`config.mk`:
```
export PLATFORM = sky130hd
export DESIGN_NAME = apf_hist
export DESIGN_NICKNAME = d
export VERILOG_FILES = /design/src/hw/rtl/apf_pkg.sv /design/src/hw/rtl/apf_hist.sv
export SDC_FILE = /design/constraint.sdc
export NUM_CORES = 1
export LEC_CHECK = 0
export BUFFER_PORTS_ARGS = -buffer_cell sky130_fd_sc_hd__buf_4
export CAP_MARGIN = 20
export CORE_AREA = 2 2 157 159
export DETAILED_ROUTE_END_ITERATION = 10
export DIE_AREA = 0 0 159 161
export PLACE_DENSITY = 0.86
export SLEW_MARGIN = 20
export SYNTH_ARGS = -nofsm -noshare
export SYNTH_HDL_FRONTEND = slang
export SYNTH_SLANG_ARGS = --single-unit
```
`constraint.sdc`:
```
create_clock -name aclk -period 10.85 [get_ports aclk]
set_clock_uncertainty 0.05 [all_clocks]
set_input_delay 2.17 -clock aclk [delete_from_list [all_inputs] [get_ports aclk]]
set_output_delay 2.17 -clock aclk [all_outputs]
set_load 0.005 [all_outputs]
```
`src/hw/rtl/apf_pkg.sv`:
```
// Shared types and constants for the anagram pair finder.
package apf_pkg;

    localparam int ALPHABET      = 26;
    localparam int CNT_W         = 7;
    localparam int POS_W         = 7;
    localparam int IDX_OUT_W     = 6;
    localparam int TOT_W         = 12;
    localparam int TOT_OUT_W     = 11;
    localparam int DEF_MAX_CHARS = 128;
    localparam int DEF_MAX_WORDS = 64;

    localparam logic [CNT_W-1:0] CNT_SAT   = 7'd127;
    localparam logic [TOT_W-1:0] TOT_SAT   = 12'd4095;
    localparam logic [7:0]       CH_UA     = 8'h41;
    localparam logic [7:0]       CH_UZ     = 8'h5A;
    localparam logic [7:0]       CH_LA     = 8'h61;
    localparam logic [7:0]       CH_LZ     = 8'h7A;
    localparam logic [7:0]       CASE_FOLD = 8'd32;

    typedef struct packed {
        logic [POS_W-1:0]               start;
        logic [CNT_W-1:0]               length;
        logic [ALPHABET-1:0][CNT_W-1:0] counts;
    } word_t;

    typedef struct packed {
        logic                 kind;
        logic [IDX_OUT_W-1:0] word_a;
        logic [IDX_OUT_W-1:0] word_b;
        logic [POS_W-1:0]     start_a;
        logic [CNT_W-1:0]     length_a;
        logic [POS_W-1:0]     start_b;
        logic [CNT_W-1:0]     length_b;
        logic [TOT_OUT_W-1:0] total;
        logic                 overflow;
    } result_t;

    typedef struct packed {
        logic       update;
        logic       fresh;
        logic [4:0] letter;
        logic [POS_W-1:0] start;
    } hist_ctl_t;

    typedef enum logic [2:0] {
        ST_IDLE,
        ST_SCAN,
        ST_STORE,
        ST_FLUSH,
        ST_SUMM
    } state_t;

    localparam logic KIND_PAIR    = 1'b0;
    localparam logic KIND_SUMMARY = 1'b1;

endpackage

```
`src/hw/rtl/apf_hist.sv`:
```
// Current word builder: letter histogram, length, start, and match compare.
module apf_hist
    import apf_pkg::*;
(
    input  logic      aclk,
    input  hist_ctl_t ctl,
    input  word_t     cmp_word,
    output word_t     cur_word,
    output logic      match
);

    word_t cur_reg;
    word_t cur_next;

    always_comb begin
        cur_next = cur_reg;
        if (ctl.update) begin
            if (ctl.fresh) begin
                cur_next.start  = ctl.start;
                cur_next.length = '0;
                cur_next.counts = '0;
            end
            if (cur_next.counts[ctl.letter] != CNT_SAT) begin
                cur_next.counts[ctl.letter] = cur_next.counts[ctl.letter] + 1'b1;
            end
            if (cur_next.length != CNT_SAT) begin
                cur_next.length = cur_next.length + 1'b1;
            end
        end
    end

    always_ff @(posedge aclk) begin
        cur_reg <= cur_next;
    end

    assign cur_word = cur_reg;
    assign match    = (cmp_word.length == cur_reg.length) &&
                      (cmp_word.counts == cur_reg.counts);

endmodule
```
# --- After elaboration in Yosys (flattened, before gate mapping) ---
# Index checks and enable logic that the tools add are counted.
# Widths: inputs -> output; s select.
word_totals:
  reg_bits: 196
classes:
  addsub: 2
  order_cmp: 2
  eq_ne: 5
  mux: 9
  reduce_logical: 3
ops:
  columns: ["cell", "count"]
  rows:
  - ["$mux 196", 2]
  - ["$bwmux 182", 1]
  - ["$eq 182x182->1", 1]
  - ["$mux 182", 1]
  - ["$bmux 7 s5", 1]
  - ["$demux 7 s5", 1]
  - ["$mux 7", 3]
  - ["$add 7x1->7 const B", 2]
  - ["$ne 7x7->1 const B", 2]
  - ["$eq 7x7->1", 1]
  - ["$lt 5x6->1 const B", 1]
  - ["$ge 5x1->1 const B", 1]
  - ["$logic_and 1x1->1", 2]
  - ["$ne 2x2->1 const B", 1]
  - ["$reduce_and 2->1", 1]

# --- Logic depth before layout (Yosys ltp) ---
depth:
  ltp_word: 7
  depth_mapped: 15
  depth_no_buf: 11

# --- Worst setup path before layout ---
# Ideal clock, no wire load.
synth_timing:
  kind: "input port to output port"
  start: "input cmp_word[155] in the netlist's numbering"
  end: "output match"
  arrival_ps: 3305
  required_ps: 8630
  path_slack_ps: 5325
  path_stages: 6
  cell_sequence: "xor2_1 > nor4_1 > nand4_1 > nor4_1 > nand4_1 > nor4_1"
synth_via:
  elab_chain_len: 2
synth_lines:
  columns: ["item", "line", "text"]
  rows:
  - ["start: declaration", "apf_hist.sv:7", "input word_t cmp_word,"]
  - ["$eq 182x182->1", "apf_hist.sv:38", "(cmp_word.counts == cur_reg.counts);"]
  - ["$logic_and 1x1->1", "apf_hist.sv:37", "assign match = (cmp_word.length == cur_reg.length) &&"]
  - ["end: declaration", "apf_hist.sv:9", "output logic match"]
# No other way between the ends.

# --- Worst setup path after layout ---
layout_timing:
  start: "input cmp_word[84] in the netlist's numbering"
  end: "output match"
# The elaborated chain is that of the path after synthesis.

==> results_dict.tcl <==
set metrics [dict create \
    yosysTopAreaCell "edfxtp_1" \
    rows 57 \
    fmax_ghz 0.140 \
    syn_area_sq_um 13400 \
    dpl.hpwl_microns 42000 \
    largest_reg_flops 196 \
    netlist_top_cells_count "edfxtp_1 (196), mux2i_1 (185), nand2_1 (178)" \
    clkTransAtPathRegs_ns 0.07 \
    synth-seq-cells 196 \
    avgSynthCellArea_sq_um 11.4 \
    postCtsSetupBuffers 0 \
    pre_cts_ws_ns 3.90 \
    critPathArrivalTime_ns 4.90 \
    cts_hold_repair.buffers 0 \
    area_growth_pct 27.4 \
    worstHoldPathType "flop to flop" \
    synthArstFlopShare 0 \
    yosys_warnings 0 \
    tightestPinTransition_ns 1.16 \
    setup_tns_ns 0 \
    drive_above_1_share 0.333 \
    clk_latency_ns 0.46 \
    vias 12500 \
    status "completed" \
    drc_errors 0 \
    worst_slack_ns 3.73 \
    grt_pass1_wl_microns 79900 \
    syn_inst 1182 \
    fin_crit_sh 0.657 \
    power.total_uw 2120 \
    place.gp.congestion 0.986 \
    avgViaCountPerCell 6.67 \
    clockRootBuffer "clkbuf_16" \
    ys_types 66 \
    path_class "input pin to output port" \
    cts_resized 0 \
    worstPathRequired_ns 8.63 \
    nNetsFinal 1751 \
    coreArea_sq_um 24000 \
    slew_headroom 0.223 \
    antenna_found_initial 1 \
    dr.pass1.iters 5 \
    dpl-instance-area_sq_um 16600 \
    finalCriticalPeriod_ns 7.12 \
    wl_per_cell_microns 29.8 \
    synth.top_cell.area_share 0.438 \
    leakage_uw 0.00646 \
    synthFlopType "edfxtp_1" \
    diodes 0 \
    cts_inserted_buffers 17 \
    synth.area.top_cells "edfxtp_1 (44%), mux2i_1 (14%), xnor2_1 (9.1%)" \
    worstSetupStartpointType "input pin" \
    grt-ovfl-total 0 \
    io_buffers 400 \
    clkSinkCount 196 \
    cts_tree "done" \
    rsz0062_at_grt "false" \
    grt_usage 0.428 \
    drt_iter0_markers 1905 \
    synth_edf_count 196 \
    design_area_sq_um 17100 \
    synth.yosys.seq_area_share 0.438 \
    maxSlewViolCount 0 \
    final_core_util 0.714 \
    grt_max_degree 93 \
    io_pins 408 \
    vdd_drop_max_v 0.0000836 \
    grt_pass1_vias 11900 \
    worst_setup_path_end_kind "output port" \
    postRouteAntennaNets 0 \
    h-tree-depth 4 \
    synth.most_common_cell "edfxtp_1" \
    synth_nets 1395 \
    dieWidth_microns 159 \
    routed_wl_microns 56000 \
    powerDensity_nw_per_um2 124 \
    setup_viol 0 \
    clock_path_buffers 2 \
    crit_fanout 1 \
    die_area_sq_um 25600 \
    start_util 0.561 \
    max-cap-violations 0 \
    die_y_microns 161 \
    hold_viol_final 0 \
]
-- cell families (layout without fill, tap and decap cells) --
logic type / count (synthesis) / after routing / synth area share
fa+ha+maj: 2 / 2 / 0.00186
xor+xnor: 183 / 183 / 0.120
flops: 196 / 196 / 0.438
mux: 217 / 217 / 0.181
simple gates: 350 / 350 / 0.133
buf+inv: 93 / 462 / 0.0369
compound gates: 141 / 141 / 0.0878
-- per-layer routing --
layer / track usage / vias to the layer above / part of all wire
li1: - / 5079 / -
met1: 0.546 / 5949 / 0.34
met5: 0 / - / 0.00023
met4: 0.228 / 2 / 0.062
met3: 0.124 / 200 / 0.15
met2: 0.665 / 1271 / 0.45
-- report_power, final --
part	leakage [uW]	switching, uW	total [uW]	internal, uW
logic	0.00420	287	516	228
registers	0.00199	84.1	980	896
clock network	0.000267	327	629	302
-- cell type report --
type                            count  area (sq um)
Multi-Input combinational cell    893          7120
Fill cell                        1777          6840
Sequential cell                   196          5890
Timing Repair Buffer              410          3080
Clock buffer                       18           429
Tap cell                          324           405
Clock inverter                     14           123
Inverter                           20          77.6
-- stage by stage --
| step | hold slack [ns] | instances |
|---|---|---|
| after global placement | 0.587 | 1843 |
| after detailed placement | 0.595 | 1843 |
| final | 0.626 | 1875 |
| after floorplan | 0.559 | 1182 |
| after CTS | 0.615 | 1875 |
| after global routing | 0.674 | 1875 |
-- layout by cell type (no fill, tap or decap), drive strengths merged, types with 9 or more instances in the layout --
cell     count
a21oi       37
a2bb2oi     27
and2         9
buf        410
clkbuf      18
edfxtp     196
inv         25
mux2        12
mux2i      185
mux4        20
nand2      180
nand3       11
nand4       40
nor2        13
nor2b       35
nor3        13
nor4        24
o21ai       15
o22ai       16
xnor2      142
xor2        41
-- worst max-delay path, cell delays in order --
cell and delay [ns]:
buf_4 0.11, xor2_1 0.23, nor4_1 0.90, nand4_1 0.42
nor4_1 0.34, nand4_1 0.16, nor4_1 0.37, buf_4 0.20
-- path summary, 6_finish.rpt --
path              slack, ns          start  cells past startpoint            end
setup reg to reg       6.95   cur_word[32]                      8   cur_word[83]
hold / removal         0.63  cur_word[188]                      2  cur_word[188]
setup / recovery       3.73   cmp_word[84]                      8          match
hold reg to reg        0.63  cur_word[188]                      2  cur_word[188]
Note: power is estimated with default switching activity, not from simulation.
