===== config.mk =====
export PLATFORM = sky130hd
export DESIGN_NAME = apf_cell
export DESIGN_NICKNAME = d
export VERILOG_FILES = /design/src/hw/rtl/apf_pkg.sv /design/src/hw/rtl/apf_cell.sv
export SDC_FILE = /design/constraint.sdc
export NUM_CORES = 1
export LEC_CHECK = 0
export BUFFER_PORTS_ARGS = -buffer_cell sky130_fd_sc_hd__buf_2
export CAP_MARGIN = 20
export CORE_AREA = 2 2 229 231
export DETAILED_ROUTE_END_ITERATION = 7
export DIE_AREA = 0 0 231 233
export GPL_TIMING_DRIVEN = 0
export HOLD_SLACK_MARGIN = 0.03
export PLACE_DENSITY = 0.5
export SLEW_MARGIN = 20
export SYNTH_ARGS = -nofsm -noshare
export SYNTH_HDL_FRONTEND = slang
export SYNTH_SLANG_ARGS = --single-unit

===== constraint.sdc =====
create_clock -name aclk -period 5.7 [get_ports aclk]
set_input_delay 1.14 -clock aclk [delete_from_list [all_inputs] [get_ports aclk]]
set_output_delay 1.14 -clock aclk [all_outputs]
set_load 0.02 [all_outputs]

===== src/hw/rtl/apf_pkg.sv =====
// Shared types and constants for the anagram pair finder.
package apf_pkg;

    localparam int ALPHABET      = 26;
    localparam int CNT_W         = 7;
    localparam int POS_W         = 7;
    localparam int IDX_OUT_W     = 6;
    localparam int TOT_W         = 12;
    localparam int TOT_OUT_W     = 11;
    localparam int DEF_MAX_CHARS = 128;
    localparam int DEF_MAX_WORDS = 64;

    localparam logic [CNT_W-1:0] CNT_SAT   = 7'd127;
    localparam logic [TOT_W-1:0] TOT_SAT   = 12'd4095;
    localparam logic [7:0]       CH_UA     = 8'h41;
    localparam logic [7:0]       CH_UZ     = 8'h5A;
    localparam logic [7:0]       CH_LA     = 8'h61;
    localparam logic [7:0]       CH_LZ     = 8'h7A;
    localparam logic [7:0]       CASE_FOLD = 8'd32;

    typedef struct packed {
        logic [POS_W-1:0]               start;
        logic [CNT_W-1:0]               length;
        logic [ALPHABET-1:0][CNT_W-1:0] counts;
    } word_t;

    typedef struct packed {
        logic                 kind;
        logic [IDX_OUT_W-1:0] word_a;
        logic [IDX_OUT_W-1:0] word_b;
        logic [POS_W-1:0]     start_a;
        logic [CNT_W-1:0]     length_a;
        logic [POS_W-1:0]     start_b;
        logic [CNT_W-1:0]     length_b;
        logic [TOT_OUT_W-1:0] total;
        logic                 overflow;
    } result_t;

    typedef struct packed {
        logic       update;
        logic       fresh;
        logic [4:0] letter;
        logic [POS_W-1:0] start;
    } hist_ctl_t;

    typedef enum logic [2:0] {
        ST_IDLE,
        ST_SCAN,
        ST_STORE,
        ST_FLUSH,
        ST_SUMM
    } state_t;

    localparam logic KIND_PAIR    = 1'b0;
    localparam logic KIND_SUMMARY = 1'b1;

endpackage


===== src/hw/rtl/apf_cell.sv =====
// One stored word of the ring: shifts toward its neighbor or loads a new word.
module apf_cell
    import apf_pkg::*;
(
    input  logic  aclk,
    input  logic  shift_en,
    input  logic  load_en,
    input  word_t shift_in,
    input  word_t load_in,
    output word_t word_q
);

    word_t word_reg;

    always_ff @(posedge aclk) begin
        if (shift_en) begin
            word_reg <= shift_in;
        end else if (load_en) begin
            word_reg <= load_in;
        end
    end

    assign word_q = word_reg;

endmodule


; Word-level counts from Yosys, hierarchy flattened
; Cells that the tools add are included.
[word_totals]
wordCells = 31
register_bits = 196
[op_classes]
n_reduce_logical = 1
n_mux = 2
[op_table]
columns = operator, n
row1 = 196-bit 2-to-1 mux, 2
row2 = 2-bit nonzero test, 1

; Depth between registers and ports, before layout
; Gate-level depths: netlist (run 1).
[depth]
depth_word = 2
depth_mapped = 4
depth_no_buf = 1

; Worst setup path before layout (run 1)
; Ideal clock, no wire load.
[synth_path]
kind = input -> register
from = input shift_en
to = register word_reg, in the netlist word_q[0], enable pin
setup_slack_ns = 1.284
n_path_buf = 3
arrival_time_ns = 3.941
stages = 4
t_required_ns = 5.225
cell_sequence = buf_6 buf_6 buf_6 or2_2
[synth_between]
elab_chain_cells = 1
[synth_rtl]
columns = element, line_no
row1 = start: declaration, apf_cell.sv:6  ; input logic shift_en,
row2 = 2-bit nonzero test (no line), -
row3 = end signal: assignment, apf_cell.sv:17  ; word_reg <= shift_in;
row4 = end signal: assignment, apf_cell.sv:19  ; word_reg <= load_in;
row5 = end: declaration, apf_cell.sv:13  ; word_t word_reg;
; No other way between the ends.
; A chain may end at the register's enable or synchronous reset.

; Worst setup path in the final report (run 1)
[layout_path]
from = input shift_en
to = register word_reg, in the netlist word_q[108], enable pin
; Same word-level chain as after synthesis.

==> results of run 1 <==
==> metrics by stage <==
step	std cells	cell area, µm²	total power, µW	worst slack (ns)
after floorplan	415	8790	2280	1.28
after global placement	1684	12600	2640	-0.113
after detailed placement	1687	12700	2640	2.26
after CTS	1719	13200	3840	2.80
after global routing	1719	13200	3930	2.69
final	1719	13200	3750	2.80
==> cell usage after synthesis, drive strengths merged <==
| library cell | instances |
|---|---|
| edfxtp | 196 |
| mux2 | 196 |
| buf | 22 |
| or2 | 1 |
==> how the worst max path moves through the flow <==
| stage | to | slack, ns | cells past startpoint | start |
|---|---|---|---|---|
| 3_5_place_dp | word_q[107]$_DFFE_PP_ | 2.26 | 6 | shift_en |
| 6_report | word_q[108]$_DFFE_PP_ | 2.80 | 6 | shift_en |
| 5_1_grt | word_q[108]$_DFFE_PP_ | 2.69 | 6 | shift_en |
| 4_1_cts | word_q[108]$_DFFE_PP_ | 2.80 | 6 | shift_en |
| 2_1_floorplan | word_q[0]$_DFFE_PP_ | 1.28 | 4 | shift_en |
| 3_3_place_gp | word_q[135]$_DFFE_PP_ | -0.11 | 4 | shift_en |
==> where the power goes <==
| part | switching (µW) | internal, µW | leakage (µW) |
|---|---|---|---|
| combinational | 429 | 354 | 0.00380 |
| clock | 591 | 570 | 0.000266 |
| sequential | 40.0 | 1770 | 0.00200 |
==> kinds of logic (layout without fill, tap and decap cells) <==
logic type | after synthesis | in the layout | synth area share
AND/OR/NAND/NOR | 1 | 1 | 0.000712
flip-flops | 196 | 196 | 0.669
multiplexers | 196 | 196 | 0.306
buffers and inverters | 22 | 646 | 0.0239
==> area by class of cell <==
cell class / instances / area (µm²) / share of cell area
Sequential cell: 196 / 5890 / 0.445
Timing Repair Buffer: 592 / 3030 / 0.229
Multi-Input combinational cell: 197 / 2700 / 0.204
Tap cell: 680 / 851 / 0.0643
Clock buffer: 18 / 429 / 0.0325
Buffer: 22 / 210 / 0.0159
Clock inverter: 14 / 119 / 0.00899
==> placed cells by master (no fill, tap or decap) <==
master,count
edfxtp_1,196
clkinv_4,5
mux2_4,129
buf_16,3
buf_2,595
or2_4,1
clkinvlp_4,1
inv_6,3
buf_6,16
inv_8,3
clkinv_1,2
clkbuf_16,17
clkbuf_1,1
mux2_2,67
==> metal layers <==
metal	vias to the layer above	wire (µm)	GRT usage
met2	370	14600	0.181
met1	2866	10200	0.103
li1	2865	-	-
met5	-	0	0
met4	0	649	0.0431
met3	30	3050	0.0498
==> results.toml, run 1 <==
[global_routing]
grt_max_degree = 53
grt_antenna_before_repair = 0
overflow = 0
grt_pass1_wl_mm = 39.1
track_usage = 0.103
first_global_vias = 6297

[clocking]
ctsHtreeMaxLevel = 4
clockBufferDepth = 2
hold_buffers = 0
clkTransAtPathRegs_ns = 0.08
cts_resized = 0
clk_root_buffer_cell = "clkbuf_16"
tritoncts = "done"
cts_setup_buffers = 0
numClockSinks = 196
cts_buffers = 17

[critical_path]
path_buf_inv = 5
path_cells = "buf_6, buf_6, buf_6, or2_4, buf_16, buf_16"
crit_top_cell = "buf_6"
path_delay_family = "buffers and inverters"
arrival_ns = 3.04
required_ns = 5.85
path_class = "primary input to register"
slowest_delay_ns = 0.61
cp-end-kind = "register"
crit_fanout = 52
start_kind = "primary input"
slowest_stage = "or2_4"

[sta]
finalSetupTns_ns = 0
max-slew-margin-rel = 0.508
fin_hold_ws_ns = 0.956
fin_crit_sh = 0.508
period_needed_ns = 2.90
drv_slew = 0
timing.fmax_ghz = 0.345
hold_viol = 0
rsz0062_at_grt = "no"
tightest_slew_ns = 0.738
setup_violations = 0

[synthesis]
yosysUniqueCellTypes = 6
synthesis.nets = 810
avgSynthCellArea_um2 = 21.2
synth.largest_area_cell = "edfxtp_1"
synth_area_mm2 = 0.00879
synth_top_area_frac = 0.669
ys_ff_latch = 196
yosysSeqAreaShare = 0.669
synth_cells = 415
synth_area_leaders = "edfxtp_1 67%, mux2_4 22%, mux2_2 8.6%, buf_6 2.0%, buf_2 0.34%"
ys_warn_count = 0

[pwr]
powerDensity_mw_per_mm2 = 284
ir_drop_mv = 0.181
power.leakage_uw = 0.00607

[finish]
final_core_util = 0.259
layout-drive-gt1-share = 0.808
diodes = 0
nets = 1421
largest_reg_flops = 196
syn_to_final_growth_pct = 50.4
nFillCells = 5355

[min_path]
hp-class = "primary input to register"
holdCritStartpoint = "shift_in[151]"
worst_hold_path.num_cells = 2
min_to = "word_q[151]$_DFFE_PP_"

[place]
port-buffer-count = 589
gp_congestion = 0.789
hpwlAfterDp_mm = 23.3

[job]
cap_violations = 0

[detailed_routing]
finalWirelength_mm = 28.5
drc = 0
ant_nets = 0
via_count = 6131
first_pass_iters = 4
drt-initial-drc-count = 160
vias_per_cell = 3.57
routedWlPerCell_um = 16.6

[floorplan]
die-area_mm2 = 0.0538
initial_core_util = 0.172
core_mm2 = 0.0511
rows = 83
die_w_um = 231
die_h_um = 233
ios = 591

[run_status]
status = "finished clean"
Power figures use the tool's default switching activity.
==> inputs of run 2 (changes only) <==
==> constraint.sdc (replaced) <==
create_clock -name aclk -period 2.91 [get_ports aclk]
set_input_delay 0.582 -clock aclk [delete_from_list [all_inputs] [get_ports aclk]]
set_output_delay 0.582 -clock aclk [all_outputs]
set_load 0.02 [all_outputs]
==> run 2 against run 1 <==
Final area is 0.13% higher. Global-route usage is 0.32 points higher. Combinational power is 97% higher. First-iteration DRC count is 32% higher. Via count hardly changed. Worst hold slack worse by 0.55 ns. Wire length is 3.3% higher. Sequential power is 96% higher. Cell count is 0.12% higher. Critical path depth stayed put. Largest cell class unchanged. Largest power group unchanged. Highest routed layer is now met5.
==> results.toml, run 2 (synthesized netlist as in run 1, its figures left out) <==
[run_status]
status = "finished clean"

[detailed_routing]
ant_nets = 0
drc = 0
finalWirelength_mm = 29.5
vias_per_cell = 3.56
routedWlPerCell_um = 17.1
drt-initial-drc-count = 211
via_count = 6129
first_pass_iters = 4

[pwr]
swShare = 0.278
p_int_uw = 5350
power_frac_seq = 0.479
powerDensity_mw_per_mm2 = 560
p_comb_frac = 0.208
power.leakage_uw = 0.00607
p_switching_uw = 2070
ir_drop_mv = 0.359
clkPwrFrac = 0.313

[place]
gp_congestion = 0.761
port-buffer-count = 589
place_ws_ns = 0.0937
placed_cell_area_mm2 = 0.0127
hpwlAfterDp_mm = 24.3

[clocking]
tritoncts = "done"
clockBufferDepth = 2
cts_buffers = 17
hold_buffers = 0
numClockSinks = 196
clkTransAtPathRegs_ns = 0.07
cts_resized = 0
ctsHtreeMaxLevel = 4
clk_root_buffer_cell = "clkbuf_16"
cts_setup_buffers = 0

[sta]
worst_slack_ns = 0.607
hold_viol = 0
fin_crit_sh = 0.791
period_needed_ns = 2.30
setup_violations = 0
fin_hold_ws_ns = 0.410
timing.fmax_ghz = 0.434
finalSetupTns_ns = 0
max-slew-margin-rel = 0.514
tightest_slew_ns = 0.729
drv_slew = 0
rsz0062_at_grt = "no"

[floorplan]
core_mm2 = 0.0511
die_w_um = 231
die-area_mm2 = 0.0538
ios = 591
initial_core_util = 0.172
die_h_um = 233
rows = 83

[global_routing]
grt_max_degree = 56
grt_pass1_wl_mm = 40.3
overflow = 0
first_global_vias = 6382
track_usage = 0.106
grt_antenna_before_repair = 6

[finish]
final_common_cell = "buf_2"
layout-drive-gt1-share = 0.808
largest_reg_flops = 196
final_cell_mix = "595 x buf_2, 196 x edfxtp_1, 129 x mux2_4"
final_area_mm2 = 0.0132
nFillCells = 5386
nets = 1421
syn_to_final_growth_pct = 50.6

[critical_path]
cp-end-kind = "register"
crit_fanout = 49
required_ns = 3.06
start_kind = "primary input"
path_class = "primary input to register"
arrival_ns = 2.45

[job]
cap_violations = 0

[min_path]
hp-class = "primary input to register"
-- run 2: cell types whose count changed in the layout (fill, tap and decap cells not counted), sizes merged --
cell      before  now
clkinv         7    5
diode          0    2
clkbuf        18   19
bufinv         0    1
inv            6    4
clkinvlp       1    3
-- run 2: metal layers --
layer | wire length, µm | GRT usage
met1 | 10700 | 0.109
met2 | 15400 | 0.193
met3 | 2840 | 0.0413
met4 | 500 | 0.0391
met5 | 41 | 0
-- run 2: area by class of cell --
class                           count  area, µm²  share of cell area
Buffer                             22        210              0.0159
Timing Repair Buffer              592       3030               0.229
Antenna cell                        2       5.00            0.000378
Clock inverter                     13        128             0.00964
Sequential cell                   196       5890               0.444
Multi-Input combinational cell    197       2700               0.204
Clock buffer                       19        433              0.0327
Tap cell                          680        851              0.0642
-- run 2: through the flow --
step,instances,util,total power (µW)
after floorplan,415,-,4450
after global placement,1684,0.246,5170
after detailed placement,1687,0.248,5190
after CTS,1719,0.259,7580
after global routing,1719,0.259,7750
final,1721,0.259,7420
-- run 2: worst paths after layout --
path,end,depth (start not counted),start
setup / recovery,word_q[138]$_DFFE_PP_,6,shift_en
hold / removal,word_q[121]$_DFFE_PP_,2,load_in[121]
-- run 2: worst max-delay path, stage by stage --
cell and delay [ns]:
buf_6 0.13, buf_6 0.19, buf_6 0.20, or2_4 0.62, buf_16 0.32, buf_16 0.28
-- run 2: power groups by stage --
stage / clock (µW) / combinational [µW] / sequential (µW)
floorplan: 0 / 423 / 4030
global placement: 0 / 1560 / 3620
detailed placement: 0 / 1570 / 3620
CTS: 2450 / 1570 / 3560
global route: 2520 / 1640 / 3580
finish: 2330 / 1540 / 3550
==> inputs of run 3 (changes only) <==
--- a/config.mk
+++ b/config.mk
@@ -7,12 +7,12 @@
 export LEC_CHECK = 0
 export BUFFER_PORTS_ARGS = -buffer_cell sky130_fd_sc_hd__buf_2
 export CAP_MARGIN = 20
-export CORE_AREA = 2 2 229 231
+export CORE_AREA = 2 2 227 229
 export DETAILED_ROUTE_END_ITERATION = 7
-export DIE_AREA = 0 0 231 233
+export DIE_AREA = 0 0 229 231
 export GPL_TIMING_DRIVEN = 0
 export HOLD_SLACK_MARGIN = 0.03
-export PLACE_DENSITY = 0.5
+export PLACE_DENSITY = 0.52
 export SLEW_MARGIN = 20
 export SYNTH_ARGS = -nofsm -noshare
 export SYNTH_HDL_FRONTEND = slang
==> constraint.sdc (replaced) <==
create_clock -name aclk -period 1.98 [get_ports aclk]
set_input_delay 0.396 -clock aclk [delete_from_list [all_inputs] [get_ports aclk]]
set_output_delay 0.396 -clock aclk [all_outputs]
set_load 0.02 [all_outputs]
==> run 3 against run 2 <==
Sequential share of layout area is essentially flat. Setup slack lost 0.25 ns. Cell count is essentially flat. Largest power group unchanged.
==> results.toml, run 3 (synthesized netlist as in run 1, its figures left out) <==
[place]
gp_congestion = 0.817
place_ws_ns = -0.174
port-buffer-count = 589
hpwlAfterDp_mm = 23.2

[detailed_routing]
ant_nets = 0
finalWirelength_mm = 28.6
vias_per_cell = 3.55
routedWlPerCell_um = 16.6
via_count = 6109
drc = 0
first_pass_iters = 4
drt-initial-drc-count = 216

[sta]
period_needed_ns = 1.62
fin_crit_sh = 0.821
finalSetupTns_ns = 0
max-slew-margin-rel = 0.670
rsz0062_at_grt = "no"
setup_violations = 0
fin_hold_ws_ns = 0.204
timing.fmax_ghz = 0.615
hold_viol = 0
drv_slew = 0
tightest_slew_ns = 0.496
worst_slack_ns = 0.355

[global_routing]
track_usage = 0.105
grt_antenna_before_repair = 0
overflow = 0
grt_pass1_wl_mm = 39.5
grt_max_degree = 55
first_global_vias = 6394

[clocking]
clockBufferDepth = 2
ctsHtreeMaxLevel = 4
clkTransAtPathRegs_ns = 0.08
cts_setup_buffers = 0
hold_buffers = 0
tritoncts = "done"
clk_root_buffer_cell = "clkbuf_16"
cts_resized = 0
numClockSinks = 196
cts_buffers = 17

[finish]
largest_reg_flops = 196
nets = 1422
nFillCells = 5333
seq_area_mm2 = 0.00589
final_cell_mix = "595 x buf_2, 196 x edfxtp_1, 129 x mux2_4"
layout-drive-gt1-share = 0.808
syn_to_final_growth_pct = 50.5
multi_input_area_mm2 = 0.00270
final_common_cell = "buf_2"

[pwr]
ir_drop_mv = 0.538
powerDensity_mw_per_mm2 = 809
power.leakage_uw = 0.00606

[floorplan]
die_h_um = 231
die-area_mm2 = 0.0529
core_mm2 = 0.0507
rows = 83
ios = 591
die_w_um = 229
initial_core_util = 0.174

[critical_path]
arrival_ns = 1.78
start_kind = "primary input"
required_ns = 2.14
cp-end-kind = "register"
crit_fanout = 54
path_class = "primary input to register"

[min_path]
hp-class = "primary input to register"

[job]
cap_violations = 0

[run_status]
status = "finished clean"
==> run 3: worst max-delay path: stages <==
cell and delay, ns:
buf_8 0.13, buf_8 0.16, buf_8 0.17, or2_4 0.26, buf_16 0.26, buf_16 0.29
==> run 3: worst paths after layout <==
| kind | start | to | slack [ns] | cells after the start |
|---|---|---|---|---|
| hold / removal | load_in[103] | word_q[103]$_DFFE_PP_ | 0.20 | 2 |
| setup / recovery | shift_en | word_q[73]$_DFFE_PP_ | 0.36 | 6 |
==> run 3: power breakdown <==
| group | switching [µW] | internal (µW) | total (µW) |
|---|---|---|---|
| logic | 1240 | 1030 | 2260 |
| registers | 115 | 5090 | 5210 |
| clock network | 1640 | 1590 | 3230 |
==> run 3: layout make-up <==
cell class,instances,area share
Timing Repair Buffer,593,0.231
Tap cell,680,0.0643
Sequential cell,196,0.445
Buffer,22,0.0167
Antenna cell,1,0.000189
Clock inverter,12,0.00615
Multi-Input combinational cell,197,0.204
Clock buffer,19,0.0327
==> run 3: metal layers <==
| layer | vias up | wire, µm | global-route usage |
|---|---|---|---|
| li1 | 2862 | - | - |
| met1 | 2844 | 10100 | 0.104 |
| met2 | 371 | 14700 | 0.184 |
| met3 | 32 | 2890 | 0.0463 |
| met4 | 0 | 847 | 0.0556 |
| met5 | - | 0 | 0 |
==> run 3: through the flow <==
stage | util | cell area, µm² | cells | total power, µW
3_3_place_gp | 0.249 | 12600 | 1684 | 7580
5_1_grt | 0.261 | 13200 | 1719 | 11200
2_1_floorplan | - | 8810 | 415 | 6540
6_report | 0.261 | 13200 | 1720 | 10700
3_5_place_dp | 0.251 | 12700 | 1688 | 7610
4_1_cts | 0.261 | 13200 | 1719 | 10900
